### src/rtl/tcrhs_pkg.sv
// ----------------------------------------------------------------------------
// tcrhs_pkg
// types, codes and constants shared by the thermocouple / plate model block
// ----------------------------------------------------------------------------
package tcrhs_pkg;

    // widths
    localparam int PLATE_W  = 25;
    localparam int MAG_W    = 28;
    localparam int PROD_W   = 60;
    localparam int QUOT_W   = 29;
    localparam int REM_W    = 34;
    localparam int TEMP_W   = 21;
    localparam int POWER_W  = 15;

    // plate model constants, Q16 degrees C
    localparam logic [PLATE_W-1:0] AMBIENT_Q16   = 25'd1310720;
    localparam logic [PLATE_W-1:0] PLATE_MIN_Q16 = 25'd983040;
    localparam logic [PLATE_W-1:0] PLATE_MAX_Q16 = 25'd22937600;
    localparam logic [POWER_W-1:0] POWER_MAX     = 15'd25600;

    // heat capacity times microseconds per second, and its scaled reciprocal
    localparam logic [31:0] DIVISOR    = 32'd2200000000;
    localparam logic [32:0] DIVISOR_X2 = 33'd4400000000;
    localparam logic [31:0] RECIP_M    = 32'd4192441834;

    // output limits, 1/256 degree C
    localparam logic signed [TEMP_W-1:0] OUT_MIN = -21'sd12800;
    localparam logic signed [TEMP_W-1:0] OUT_MAX = 21'sd128000;

    // register indexes
    localparam logic [0:0] CFG_SIM_EN = 1'b0;
    localparam logic [0:0] CFG_OFFSET = 1'b1;

    typedef enum logic [1:0] {
        STATUS_OK        = 2'd0,
        STATUS_SPI_ERR   = 2'd1,
        STATUS_SHORT_GND = 2'd2,
        STATUS_SHORT_VCC = 2'd3
    } t_status;

    typedef struct packed {
        logic signed [15:0] heating_power;
        logic [31:0]        elapsed_us;
        logic [31:0]        raw_word;
        logic               spi_ok;
    } t_in_item;

    typedef struct packed {
        logic signed [TEMP_W-1:0] temperature;
        t_status                  status;
    } t_out_item;

    typedef enum logic [2:0] {
        ST_IDLE,
        ST_PROD,
        ST_RECIP,
        ST_BACK,
        ST_CORR,
        ST_UPD,
        ST_OUT
    } t_state;

    // controller to datapath
    typedef struct packed {
        logic load_in;
        logic prime;
        logic mul_prod;
        logic mul_recip;
        logic mul_back;
        logic correct;
        logic update;
        logic load_out;
    } t_dp_cmd;

    // datapath to controller
    typedef struct packed {
        logic sim_en;
        logic primed;
    } t_dp_stat;

endpackage

### src/rtl/tcrhs_dp.sv
// ----------------------------------------------------------------------------
// tcrhs_dp
// datapath: config registers, converter word decode, plate model arithmetic
// and the output payload register
// ----------------------------------------------------------------------------
module tcrhs_dp (
    input  logic                 i_clk,
    input  logic                 i_rst_n,
    input  logic                 i_cfg_we,
    input  logic [0:0]           i_cfg_idx,
    input  logic [15:0]          i_cfg_data,
    input  tcrhs_pkg::t_in_item  i_item,
    input  tcrhs_pkg::t_dp_cmd   i_cmd,
    output tcrhs_pkg::t_dp_stat  o_stat,
    output tcrhs_pkg::t_out_item o_result
);

    // architectural state
    logic                                r_sim_en;
    logic signed [15:0]                  r_offset;
    logic [tcrhs_pkg::PLATE_W-1:0]       r_plate;
    logic                                r_primed;

    // per-item working registers
    logic [31:0]                         r_raw;
    logic                                r_spi_ok;
    logic [31:0]                         r_elapsed;
    logic [tcrhs_pkg::MAG_W-1:0]         r_net_mag;
    logic                                r_net_neg;
    logic [tcrhs_pkg::PROD_W-1:0]        r_prod;
    logic [tcrhs_pkg::QUOT_W-1:0]        r_q_est;
    logic [tcrhs_pkg::REM_W-1:0]         r_back;
    logic [tcrhs_pkg::QUOT_W-1:0]        r_q;
    tcrhs_pkg::t_out_item                r_out;

    logic [tcrhs_pkg::POWER_W-1:0]       w_power;
    logic [tcrhs_pkg::MAG_W-1:0]         w_heat;
    logic signed [25:0]                  w_dt;
    logic signed [28:0]                  w_loss;
    logic signed [29:0]                  w_net;
    logic [29:0]                         w_net_abs;
    logic [tcrhs_pkg::PROD_W-1:0]        w_prod;
    logic [60:0]                         w_recip;
    logic [60:0]                         w_back;
    logic [tcrhs_pkg::REM_W-1:0]         w_rem;
    logic [1:0]                          w_inc;
    logic signed [30:0]                  w_change;
    logic signed [30:0]                  w_sum;
    logic [tcrhs_pkg::PLATE_W-1:0]       w_plate_next;
    logic signed [tcrhs_pkg::TEMP_W-1:0] w_sim_sum;
    logic signed [tcrhs_pkg::TEMP_W-1:0] w_sim_temp;
    logic signed [tcrhs_pkg::TEMP_W-1:0] w_real_temp;
    tcrhs_pkg::t_out_item                w_out;

    // heating power clamp and net heat flow in Q16 W
    always_comb begin
        if (i_item.heating_power[15]) begin
            w_power = '0;
        end else if (i_item.heating_power[14:0] > tcrhs_pkg::POWER_MAX) begin
            w_power = tcrhs_pkg::POWER_MAX;
        end else begin
            w_power = i_item.heating_power[14:0];
        end
        // p * 5632 = p * (4096 + 1024 + 512)
        w_heat = ({13'b0, w_power} << 12) + ({13'b0, w_power} << 10)
               + ({13'b0, w_power} << 9);
        w_dt   = $signed({1'b0, r_plate}) - $signed({1'b0, tcrhs_pkg::AMBIENT_Q16});
        w_loss = $signed({w_dt[25], w_dt, 2'b00}) + $signed({{3{w_dt[25]}}, w_dt});
        w_net  = $signed({2'b00, w_heat}) - $signed({w_loss[28], w_loss});
        w_net_abs = w_net[29] ? 30'(-w_net) : 30'(w_net);
    end

    // long product, reciprocal estimate, back-multiply and correction
    always_comb begin
        w_prod  = {32'b0, r_net_mag} * {28'b0, r_elapsed};
        w_recip = {32'b0, r_prod[tcrhs_pkg::PROD_W-1:31]} * {29'b0, tcrhs_pkg::RECIP_M};
        w_back  = {32'b0, r_q_est} * {29'b0, tcrhs_pkg::DIVISOR};
        w_rem   = r_prod[tcrhs_pkg::REM_W-1:0] - r_back;
        if (w_rem >= {1'b0, tcrhs_pkg::DIVISOR_X2}) begin
            w_inc = 2'd2;
        end else if (w_rem >= {2'b00, tcrhs_pkg::DIVISOR}) begin
            w_inc = 2'd1;
        end else begin
            w_inc = 2'd0;
        end
    end

    // plate update with clamp to 15..350 C
    always_comb begin
        w_change = r_net_neg ? -$signed({2'b00, r_q}) : $signed({2'b00, r_q});
        w_sum    = $signed({6'b0, r_plate}) + w_change;
        if (w_sum < $signed({6'b0, tcrhs_pkg::PLATE_MIN_Q16})) begin
            w_plate_next = tcrhs_pkg::PLATE_MIN_Q16;
        end else if (w_sum > $signed({6'b0, tcrhs_pkg::PLATE_MAX_Q16})) begin
            w_plate_next = tcrhs_pkg::PLATE_MAX_Q16;
        end else begin
            w_plate_next = w_sum[tcrhs_pkg::PLATE_W-1:0];
        end
    end

    // result forming for both modes
    always_comb begin
        w_sim_sum = $signed({4'b0, r_plate[tcrhs_pkg::PLATE_W-1:8]})
                  + $signed({{5{r_offset[15]}}, r_offset});
        if (w_sim_sum < tcrhs_pkg::OUT_MIN) begin
            w_sim_temp = tcrhs_pkg::OUT_MIN;
        end else if (w_sim_sum > tcrhs_pkg::OUT_MAX) begin
            w_sim_temp = tcrhs_pkg::OUT_MAX;
        end else begin
            w_sim_temp = w_sim_sum;
        end
        w_real_temp = $signed({r_raw[31], r_raw[31:18], 6'b0})
                    + $signed({{5{r_offset[15]}}, r_offset});

        w_out.temperature = '0;
        w_out.status      = tcrhs_pkg::STATUS_OK;
        if (r_sim_en) begin
            w_out.temperature = w_sim_temp;
        end else if (!r_spi_ok) begin
            w_out.status = tcrhs_pkg::STATUS_SPI_ERR;
        end else if (r_raw[0]) begin
            w_out.status = tcrhs_pkg::STATUS_SHORT_GND;
        end else if (r_raw[1]) begin
            w_out.status = tcrhs_pkg::STATUS_SHORT_VCC;
        end else begin
            w_out.temperature = w_real_temp;
        end
    end

    // config and model state
    always_ff @(posedge i_clk) begin
        if (!i_rst_n) begin
            r_sim_en <= 1'b0;
            r_offset <= '0;
            r_plate  <= tcrhs_pkg::AMBIENT_Q16;
            r_primed <= 1'b0;
        end else begin
            if (i_cfg_we) begin
                case (i_cfg_idx)
                    tcrhs_pkg::CFG_SIM_EN: r_sim_en <= i_cfg_data[0];
                    tcrhs_pkg::CFG_OFFSET: r_offset <= $signed(i_cfg_data);
                    default: ;
                endcase
            end
            if (i_cmd.prime) begin
                r_primed <= 1'b1;
            end
            if (i_cmd.update) begin
                r_plate <= w_plate_next;
            end
        end
    end

    // working registers, no reset needed
    always_ff @(posedge i_clk) begin
        if (i_cmd.load_in) begin
            r_raw     <= i_item.raw_word;
            r_spi_ok  <= i_item.spi_ok;
            r_elapsed <= i_item.elapsed_us;
            r_net_mag <= w_net_abs[tcrhs_pkg::MAG_W-1:0];
            r_net_neg <= w_net[29];
        end
        if (i_cmd.mul_prod) begin
            r_prod <= w_prod;
        end
        if (i_cmd.mul_recip) begin
            r_q_est <= w_recip[60:32];
        end
        if (i_cmd.mul_back) begin
            r_back <= w_back[tcrhs_pkg::REM_W-1:0];
        end
        if (i_cmd.correct) begin
            r_q <= r_q_est + {27'b0, w_inc};
        end
        if (i_cmd.load_out) begin
            r_out <= w_out;
        end
    end

    assign o_stat.sim_en = r_sim_en;
    assign o_stat.primed = r_primed;
    assign o_result      = r_out;

endmodule

### src/rtl/tcrhs_ctrl.sv
// ----------------------------------------------------------------------------
// tcrhs_ctrl
// controller: sequences the model arithmetic and owns both handshakes
// ----------------------------------------------------------------------------
module tcrhs_ctrl (
    input  logic                i_clk,
    input  logic                i_rst_n,
    input  logic                i_in_valid,
    output logic                o_in_ready,
    output logic                o_out_valid,
    input  logic                i_out_ready,
    input  tcrhs_pkg::t_dp_stat i_stat,
    output tcrhs_pkg::t_dp_cmd  o_cmd
);

    tcrhs_pkg::t_state r_state;
    tcrhs_pkg::t_state n_state;
    logic              r_out_valid;
    logic              n_out_valid;

    // state and output valid registers
    always_ff @(posedge i_clk) begin
        if (!i_rst_n) begin
            r_state     <= tcrhs_pkg::ST_IDLE;
            r_out_valid <= 1'b0;
        end else begin
            r_state     <= n_state;
            r_out_valid <= n_out_valid;
        end
    end

    // next state and commands
    always_comb begin
        n_state = r_state;
        o_cmd   = '0;
        case (r_state)
            tcrhs_pkg::ST_IDLE: begin
                if (i_in_valid) begin
                    o_cmd.load_in = 1'b1;
                    o_cmd.prime   = i_stat.sim_en && !i_stat.primed;
                    if (i_stat.sim_en && i_stat.primed) begin
                        n_state = tcrhs_pkg::ST_PROD;
                    end else begin
                        n_state = tcrhs_pkg::ST_OUT;
                    end
                end
            end
            tcrhs_pkg::ST_PROD: begin
                o_cmd.mul_prod = 1'b1;
                n_state        = tcrhs_pkg::ST_RECIP;
            end
            tcrhs_pkg::ST_RECIP: begin
                o_cmd.mul_recip = 1'b1;
                n_state         = tcrhs_pkg::ST_BACK;
            end
            tcrhs_pkg::ST_BACK: begin
                o_cmd.mul_back = 1'b1;
                n_state        = tcrhs_pkg::ST_CORR;
            end
            tcrhs_pkg::ST_CORR: begin
                o_cmd.correct = 1'b1;
                n_state       = tcrhs_pkg::ST_UPD;
            end
            tcrhs_pkg::ST_UPD: begin
                o_cmd.update = 1'b1;
                n_state      = tcrhs_pkg::ST_OUT;
            end
            tcrhs_pkg::ST_OUT: begin
                // wait for the output register to free up
                if (!r_out_valid || i_out_ready) begin
                    o_cmd.load_out = 1'b1;
                    n_state        = tcrhs_pkg::ST_IDLE;
                end
            end
            default: begin
                n_state = tcrhs_pkg::ST_IDLE;
            end
        endcase

        // output valid: set on load, cleared when taken
        if (o_cmd.load_out) begin
            n_out_valid = 1'b1;
        end else if (i_out_ready) begin
            n_out_valid = 1'b0;
        end else begin
            n_out_valid = r_out_valid;
        end
    end

    assign o_in_ready  = (r_state == tcrhs_pkg::ST_IDLE);
    assign o_out_valid = r_out_valid;

endmodule

### src/rtl/thermocouple_read_or_heater_simulation_top.sv
// ----------------------------------------------------------------------------
// thermocouple_read_or_heater_simulation_top
// Input channel i_valid/o_ready carries one read item (heater power, elapsed
// time, converter word, serial ok). Output channel o_valid/i_ready carries
// one item per read: temperature in 1/256 C and a status code.
// Config: i_cfg_we with i_cfg_idx 0 = simulation enable, 1 = calibration
// offset; the user must see that these are written only while no read is
// in flight, as the block itself does not enforce it. In converter mode and
// on the first simulated read an accepted item goes straight to the output
// load; a simulated read with a plate update first runs the chain of three
// registered multiplies (product, reciprocal estimate, back-multiply),
// correction and plate update. One item is worked on at a time: a new item
// is taken only once the last one has been loaded into the output register.
// The output register holds a result while the receiver stalls; the next
// item is still taken and worked, and waits in its final step until the
// output register is free.
// Reset: plate at 20 C, model not primed, converter mode, zero offset,
// no result pending.
// ----------------------------------------------------------------------------
module thermocouple_read_or_heater_simulation_top (
    input  logic                 i_clk,
    input  logic                 i_rst_n,
    input  logic                 i_valid,
    output logic                 o_ready,
    input  tcrhs_pkg::t_in_item  i_item,
    output logic                 o_valid,
    input  logic                 i_ready,
    output tcrhs_pkg::t_out_item o_result,
    input  logic                 i_cfg_we,
    input  logic [0:0]           i_cfg_idx,
    input  logic [15:0]          i_cfg_data
);

    tcrhs_pkg::t_dp_cmd  w_cmd;
    tcrhs_pkg::t_dp_stat w_stat;

    // sequencer
    tcrhs_ctrl u_ctrl (
        .i_clk       (i_clk),
        .i_rst_n     (i_rst_n),
        .i_in_valid  (i_valid),
        .o_in_ready  (o_ready),
        .o_out_valid (o_valid),
        .i_out_ready (i_ready),
        .i_stat      (w_stat),
        .o_cmd       (w_cmd)
    );

    // arithmetic and state
    tcrhs_dp u_dp (
        .i_clk      (i_clk),
        .i_rst_n    (i_rst_n),
        .i_cfg_we   (i_cfg_we),
        .i_cfg_idx  (i_cfg_idx),
        .i_cfg_data (i_cfg_data),
        .i_item     (i_item),
        .i_cmd      (w_cmd),
        .o_stat     (w_stat),
        .o_result   (o_result)
    );

endmodule

### config.mk
export PLATFORM = sky130hd
export DESIGN_NAME = thermocouple_read_or_heater_simulation_top
export DESIGN_NICKNAME = d
export VERILOG_FILES = /design/src/rtl/tcrhs_pkg.sv /design/src/rtl/tcrhs_dp.sv /design/src/rtl/tcrhs_ctrl.sv /design/src/rtl/thermocouple_read_or_heater_simulation_top.sv
export SDC_FILE = /design/constraint.sdc
export NUM_CORES = 2
export LEC_CHECK = 0
export BUFFER_PORTS_ARGS = -buffer_cell sky130_fd_sc_hd__buf_2
export CAP_MARGIN = 20
export CORE_MARGIN = 4
export CORE_UTILIZATION = 60
export CTS_CLUSTER_DIAMETER = 200
export DETAILED_ROUTE_END_ITERATION = 10
export PLACE_DENSITY_LB_ADDON = 0.08
export SLEW_MARGIN = 40
export SYNTH_ARGS = -nofsm -noshare
export SYNTH_HDL_FRONTEND = slang
export SYNTH_SLANG_ARGS = --single-unit
### constraint.sdc
create_clock -name i_clk -period 7.5 [get_ports i_clk]
set_clock_uncertainty 0.2 [all_clocks]
set_input_delay 1.125 -clock i_clk [delete_from_list [all_inputs] [get_ports i_clk]]
set_output_delay 1.125 -clock i_clk [all_outputs]
set_load 0.01 [all_outputs]
# After elaboration in Yosys (flattened, before gate mapping)
# Cells that the tools add are included.
# word_totals
word_cells,93
input_bits,103
out_inout_bits,25
ff_bits,307
# op_classes
n_eq_ne,8
n_reduce_logical,11
bitwise_logic,2
mux,32
multipliers,3
add_sub_neg,12
magnitude_cmp,7
# ops
op,count
21-bit two-way mux,6
28-bit by 32-bit multiplier with 60-bit output,1
"29-bit by 31-bit multiplier with 60-bit output, second input constant",1
25-bit two-way mux,2
"34-bit by 32-bit greater-or-equal comparator with 1-bit output, second input constant",1
"34-bit by 33-bit greater-or-equal comparator with 1-bit output, second input constant",1
34-bit subtractor,1
26-bit by 31-bit adder with 31-bit output,1
"31-bit by 26-bit > comparator with 1-bit output, second input constant",1
"31-bit by 21-bit < comparator with 1-bit output, second input constant",1
31-bit two-way mux,1
29-bit negation with 31-bit output,1
15-bit two-way mux,2
29-bit by 29-bit subtractor with 30-bit output,1
28-bit by 26-bit adder with 29-bit output,1
29-bit by 2-bit adder with 29-bit output,1
"29-bit by 23-bit multiplier with 25-bit output, second input constant",1
27-bit by 25-bit adder with 28-bit output,1
28-bit by 24-bit adder with 28-bit output,1
28-bit two-way mux,1
28-bit negation,1
"25-bit by 21-bit subtractor with 26-bit output, second input constant",1
20-bit by 16-bit adder with 21-bit output,1
"21-bit by 18-bit > comparator with 1-bit output, second input constant",1
other kinds (20),44

# Logic depth before layout (Yosys ltp)
# depth
ltp_word,8
mapped_depth,34

# Cells and area by module
# Synthesis repeated with hierarchy kept, for this count alone.
# hier_totals
cells_unflattened,6896
area_unflattened_um2,66032.1
# by_module_without_submodules
mod,cells_each,n_inst,area_each_um2
tcrhs_dp,6863,1,65751.8
tcrhs_ctrl,33,1,280.3

# Least setup slack after synthesis
# OpenSTA, ideal clock, no wires.
# synth_path
path_type,input -> register
from,in i_item[66] (netlist name)
to,"reg u_dp.r_net_mag[27] (netlist name), data pin"
t_arrival_ns,7.693
path_stages,31
setup_time_ns,0.260
path_slack_ns,-0.652
path_buffers,3
cell_sequence,clkbuf_1 -> nor4_1 -> nand3_1 -> a21o_1 -> a31oi_1 -> clkbuf_1 -> nand2_1 -> fa_1 -> inv_1 -> fa_1 -> a21o_1 -> a21oi_1 -> o21bai_1 -> a21oi_1 -> o21bai_1 -> a21oi_1 -> o21bai_1 -> a2111oi_0 -> nor2_1 -> xnor2_1 -> fa_1 -> ha_1 -> a21boi_0 -> o21ai_0 -> o211ai_1 -> a211oi_1 -> nor2_1 -> or3_1 -> clkbuf_1 -> a41oi_1 -> xnor2_1
# synth_between
elab_chain_cells,8
# synth_rtl
element,line_no,source
"start, declared",thermocouple_read_or_heater_simulation_top.sv:25,"input tcrhs_pkg::t_in_item i_item,"
15-bit > comparator,tcrhs_dp.sv:59,end else if (i_item.heating_power[14:0] > tcrhs_pkg::POWER_MAX) begin
15-bit two-way mux (*),tcrhs_dp.sv:59,
15-bit two-way mux (*),tcrhs_dp.sv:57,if (i_item.heating_power[15]) begin
27-bit by 25-bit adder with 28-bit output,tcrhs_dp.sv:65,"w_heat = ({13'b0, w_power} << 12) + ({13'b0, w_power} << 10)"
28-bit by 24-bit adder with 28-bit output (*),tcrhs_dp.sv:66,"+ ({13'b0, w_power} << 9);"
29-bit by 29-bit subtractor with 30-bit output (*),tcrhs_dp.sv:69,"w_net = $signed({2'b00, w_heat}) - $signed({w_loss[28], w_loss});"
28-bit negation,tcrhs_dp.sv:70,w_net_abs = w_net[29] ? 30'(-w_net) : 30'(w_net);
28-bit two-way mux (*),tcrhs_dp.sv:70,
named net u_dp.w_net_abs[27],tcrhs_dp.sv:41,logic [29:0] w_net_abs;
"end signal, assigned",tcrhs_dp.sv:160,r_net_mag <= w_net_abs[tcrhs_pkg::MAG_W-1:0];
"end, declared",tcrhs_dp.sv:28,logic [tcrhs_pkg::MAG_W-1:0] r_net_mag;
# The timed path passes the listed nets; every way through them passes the cells marked *.
# A chain may end at the register's enable or synchronous reset.

# Worst setup path after layout
# layout_path
from,reg u_dp.r_prod[40] (netlist name)
to,"reg u_dp.r_q_est[23] (netlist name), data pin"
# layout_between
elab_chain_cells,1
# layout_rtl
element,line_no,source
"start, declared",tcrhs_dp.sv:30,logic [tcrhs_pkg::PROD_W-1:0] r_prod;
"start signal, assigned",tcrhs_dp.sv:164,r_prod <= w_prod;
29-bit by 31-bit multiplier with 60-bit output,tcrhs_dp.sv:76,"w_recip = {32'b0, r_prod[tcrhs_pkg::PROD_W-1:31]} * {29'b0, tcrhs_pkg::RECIP_M};"
named net u_dp.w_recip[55],tcrhs_dp.sv:43,logic [60:0] w_recip;
"end signal, assigned",tcrhs_dp.sv:167,r_q_est <= w_recip[60:32];
"end, declared",tcrhs_dp.sv:31,logic [tcrhs_pkg::QUOT_W-1:0] r_q_est;
# The timed path passes the listed nets, and every way through them passes these cells.

==> flow_results.org <==
** Floorplanning
- The floorplan step defined a die boundary enclosing 116000 µm².
- The floorplan has 121 rows.
- Placeable core area :: 109000 µm²
- 128 I/O pins were placed.
- In this run the horizontal extent of the chip is 341 µm.
- For this configuration, the core starts out at a cell density of 60.8%.
- Height of the chip :: 341 µm

** Routing
- Dividing the detail-routed wire length by the instance count gives 19.3 µm.
- First drt pass iteration count :: 5
- Number of DRC violations after detailed-routing iteration 0 :: 2913
- Number of vias per cell :: 5.43
- After detailed routing, the number of remaining DRC violations is 0.
- Via count of the routed design :: 49600
- The detail route stage leaves a number of antenna-violating nets equal to 0.
- Sum of routed wire length over all layers :: 176000 µm

** Place
- The congestion estimate from routability-driven global placement came to 0.944.
- At the placement stage, the worst setup path has a slack of -0.552 ns.
- Sum of net half-perimeters after detailed placement :: 144000 µm
- In this run the tool buffered the top-level ports with 111 buffer cells.

** Outcome
- Violations in the final reports :: negative setup slack
- Outcome :: finished, violations left

** Synthesis
- Number of synthesized flops with an enable pin :: 235
- Multiplexer share of the synthesized area :: 0.201%
- Sequential elements use 12.0% of the synthesized area.
- Nets in the synthesized netlist :: 9192
- Top post-synthesis cells by count :: sky130_fd_sc_hd__inv_1 (1703), sky130_fd_sc_hd__fa_1 (1286), sky130_fd_sc_hd__nand2_1 (842)
- Combinational family with the most area after synthesis :: adder cells
- The synthesized design contains 282 register bits.
- Compound-cell area share of the yosys netlist :: 7.76%
- Number of warnings issued by yosys :: 0
- Most frequent cell after synthesis :: sky130_fd_sc_hd__inv_1
- Avg Synthesized Cell Area :: 9.54 µm²
- In this run the cell area of the synthesized design comes to 66600 µm².
- Main area contributors after synthesis :: sky130_fd_sc_hd__fa_1 (39%), sky130_fd_sc_hd__ha_1 (15%), sky130_fd_sc_hd__edfxtp_1 (11%)
- XOR/XNOR share of the synthesized area :: 3.89%
- The synthesized design spends more area on one cell type than any other, namely sky130_fd_sc_hd__fa_1.
- The netlist uses 94 different library cells.
- Of the post-synthesis cell area, the dominant cell type holds 38.7%.
- Summing the areas of all fa, ha and maj instances in the mapped netlist gives 54.1% of the synthesized area.
- Of the total synthesized cell area, the portion taken by AND, OR, NAND and NOR gates is 11.2%.
- Syn Inst Count :: 6981
- Dominant register cell in the synthesized netlist :: sky130_fd_sc_hd__edfxtp_1
- Proportion of synthesized flip-flops having asynchronous set or reset :: 0%

** CTS
- Num CTS Buffers :: 37
- Maximum clock insertion buffer count :: 3
- Buffers inserted to repair hold after CTS numbered 0.
- Clock tree synthesis selected as its root buffer the cell sky130_fd_sc_hd__clkbuf_16.
- Clock Sinks :: 282
- Clock-pin slew reported for the worst setup and hold paths after clock tree synthesis :: 0.06 ns
- The clock reaches the later pin of the worst-skew pair after 0.62 ns.
- TritonCTS built the clock tree.
- H-tree Lvls :: 2

** Critical path
- Worst R2R Setup Slack :: -0.16 ns
- For the worst setup path, the data required time is 7.63 ns.
- Counting cells, the worst reg-to-reg path comes to 26.
- The most critical setup path has its startpoint at u_dp.r_prod[40].
- STA classifies the critical path endpoint as a flop.
- Cell with the largest stage delay on the worst path :: sky130_fd_sc_hd__fa_2
- Critical path buffer and inverter count :: 8
- Critical Path Source Type :: flop
- In this run the worst setup path terminates at u_dp.r_q_est[23].
- Data arrival time of the worst path :: 7.79 ns
- Cell class contributing the biggest share of worst-path delay :: adder cells
- Launch instance of the worst register-to-register path :: u_dp.r_prod[40]
- Crit Reg-Reg Endpoint :: u_dp.r_q_est[23]
- In this run the number of cells on the critical path is 26.
- Class of the most critical setup path :: flop to flop
- The largest single stage delay on the critical path is 0.68 ns.
- Cell repeated most along the worst path :: sky130_fd_sc_hd__fa_1
- Maximum net fanout on the critical path :: 4

** GRT
- Largest net degree at the start of global routing :: 52
- Summed over all layers, the global routing overflow is 0.
- The first global-routing pass estimated 279000 µm of wire.
- Vias in the first global route :: 52600
- Initial antenna violation count :: 7
- Total routing resource utilization after global routing :: 30.2%

** Final layout
- Cells with a size suffix above 1 make up 16.0% of the layout.
- From synthesis to final layout, the design area changed by 17.3%.
- In the final design database the tool counted 9838 nets.

** STA
- After layout, the minimum clock period comes to 7.66 ns.
- For this run, the top clock speed supported by timing is 131 MHz.
- Setup violations remaining at the end of the flow were counted as 17.
- Slew headroom :: 49.8%
- Worst Tran Pin Value :: 0.746 ns
- The final critical path takes up 102% of the cycle.
- Once routing completed, OpenROAD measured the worst setup slack at -0.157 ns.
- Final Max Tran Viols :: 0
- Number of hold violations in the final report :: 0
- Setup repair after global routing could not meet its margin everywhere.

** Hold path
- Class of the tightest hold or removal check :: flop to flop

** Run
- Max Cap Viol :: 0
-- stage by stage --
step           hold WS, ns  area [µm²]  cells  setup TNS, ns  util, %
6_report             0.298       78100   9132          -1.21     71.3
3_3_place_gp         0.286       73000   8916         -17.86     66.7
2_1_floorplan        0.251       66700   6981              0        -
4_1_cts              0.299       75100   9015         -0.512     68.6
5_1_grt              0.323       78100   9130          -8.19     71.3
3_5_place_dp         0.290       73100   8918         -20.93     66.8
-- flip-flops by register name (all words and copies together) (netlist names) --
register,flops
u_ctrl.o_out_valid,1
u_ctrl.r_state,3
u_dp.o_result,23
u_dp.r_back,25
u_dp.r_elapsed,32
u_dp.r_net_mag,28
u_dp.r_net_neg,1
u_dp.r_offset,16
u_dp.r_plate,25
u_dp.r_primed,1
u_dp.r_prod,51
u_dp.r_q,29
u_dp.r_q_est,29
u_dp.r_raw,16
u_dp.r_sim_en,1
u_dp.r_spi_ok,1
-- tightest hold or removal path, cell delays in order (launching register included) --
cell and delay [ns]:
sky130_fd_sc_hd__dfxtp_1 0.33, sky130_fd_sc_hd__nand2_1 0.06, sky130_fd_sc_hd__o31ai_1 0.05
-- how the worst min path moves through the flow --
| stage | start | end | cells after the start | slack [ns] |
|---|---|---|---|---|
| floorplan | u_dp.r_plate[3] | u_dp.r_plate[3] | 2 | 0.25 |
| global placement | u_dp.r_plate[3] | u_dp.r_plate[3] | 2 | 0.29 |
| detailed placement | u_dp.r_plate[3] | u_dp.r_plate[3] | 2 | 0.29 |
| CTS | u_dp.r_plate[3] | u_dp.r_plate[3] | 2 | 0.30 |
| global route | u_dp.r_plate[3] | u_dp.r_plate[3] | 2 | 0.32 |
| finish | u_dp.r_plate[3] | u_dp.r_plate[3] | 2 | 0.30 |
-- repair_timing --
action,CTS,global route
resized for setup,131,391
buffers inserted,33,105
setup endpoints to repair,32,68
pin swaps,68,219
gates cloned,0,18
-- per-layer routing --
layer / wire length (µm) / GRT usage (%)
met1: 73500 / 41.0
met5: 53 / 0
met2: 84300 / 50.7
met3: 9830 / 3.51
met4: 8140 / 10.6
-- kinds of logic (layout without fill, tap and decap cells) --
| kind of cell | Yosys count | in the layout |
|---|---|---|
| adders and majority gates | 2108 | 2108 |
| buffers and inverters | 1927 | 2600 |
| and+or+nand+nor | 1580 | 1580 |
| AOI/OAI and AO/OA | 775 | 775 |
| xor gates and xnor gates | 296 | 296 |
| DFF | 282 | 282 |
| muxes | 13 | 13 |
| other | 0 | 2 |
-- cell type report --
class	instances	area, µm²
Fill cell	8282	31400
Inverter	1704	6400
Multi-Input combinational cell	4772	52900
Clock inverter	23	251
Timing Repair Buffer	830	7670
Sequential cell	282	8000
Tap cell	1476	1850
Antenna cell	2	5.00
Clock buffer	43	980
-- cell usage in the layout, fill, tap and decap left out, types with 40 or more instances in the layout --
master | netlist | layout
sky130_fd_sc_hd__xor2_1 | 85 | 85
sky130_fd_sc_hd__fa_2 | 0 | 56
sky130_fd_sc_hd__buf_12 | 0 | 84
sky130_fd_sc_hd__a21oi_1 | 206 | 173
sky130_fd_sc_hd__nor2_1 | 140 | 135
sky130_fd_sc_hd__edfxtp_1 | 235 | 235
sky130_fd_sc_hd__a21o_1 | 97 | 97
sky130_fd_sc_hd__o21ai_0 | 130 | 106
sky130_fd_sc_hd__buf_6 | 1 | 69
sky130_fd_sc_hd__clkbuf_16 | 0 | 55
sky130_fd_sc_hd__nor3_1 | 51 | 47
sky130_fd_sc_hd__inv_1 | 1703 | 1666
sky130_fd_sc_hd__nand3_1 | 63 | 58
sky130_fd_sc_hd__buf_2 | 2 | 112
sky130_fd_sc_hd__fa_1 | 1286 | 1230
sky130_fd_sc_hd__dfxtp_1 | 47 | 47
sky130_fd_sc_hd__ha_4 | 0 | 43
sky130_fd_sc_hd__xnor2_1 | 211 | 207
sky130_fd_sc_hd__o21a_1 | 40 | 40
sky130_fd_sc_hd__nand2_1 | 842 | 820
sky130_fd_sc_hd__and2_1 | 262 | 248
sky130_fd_sc_hd__ha_1 | 822 | 772
sky130_fd_sc_hd__buf_4 | 0 | 535
Power is left out: the tool's default activity adds up to more than one toggle a clock period on the data nets, which glitch-free logic cannot reach.
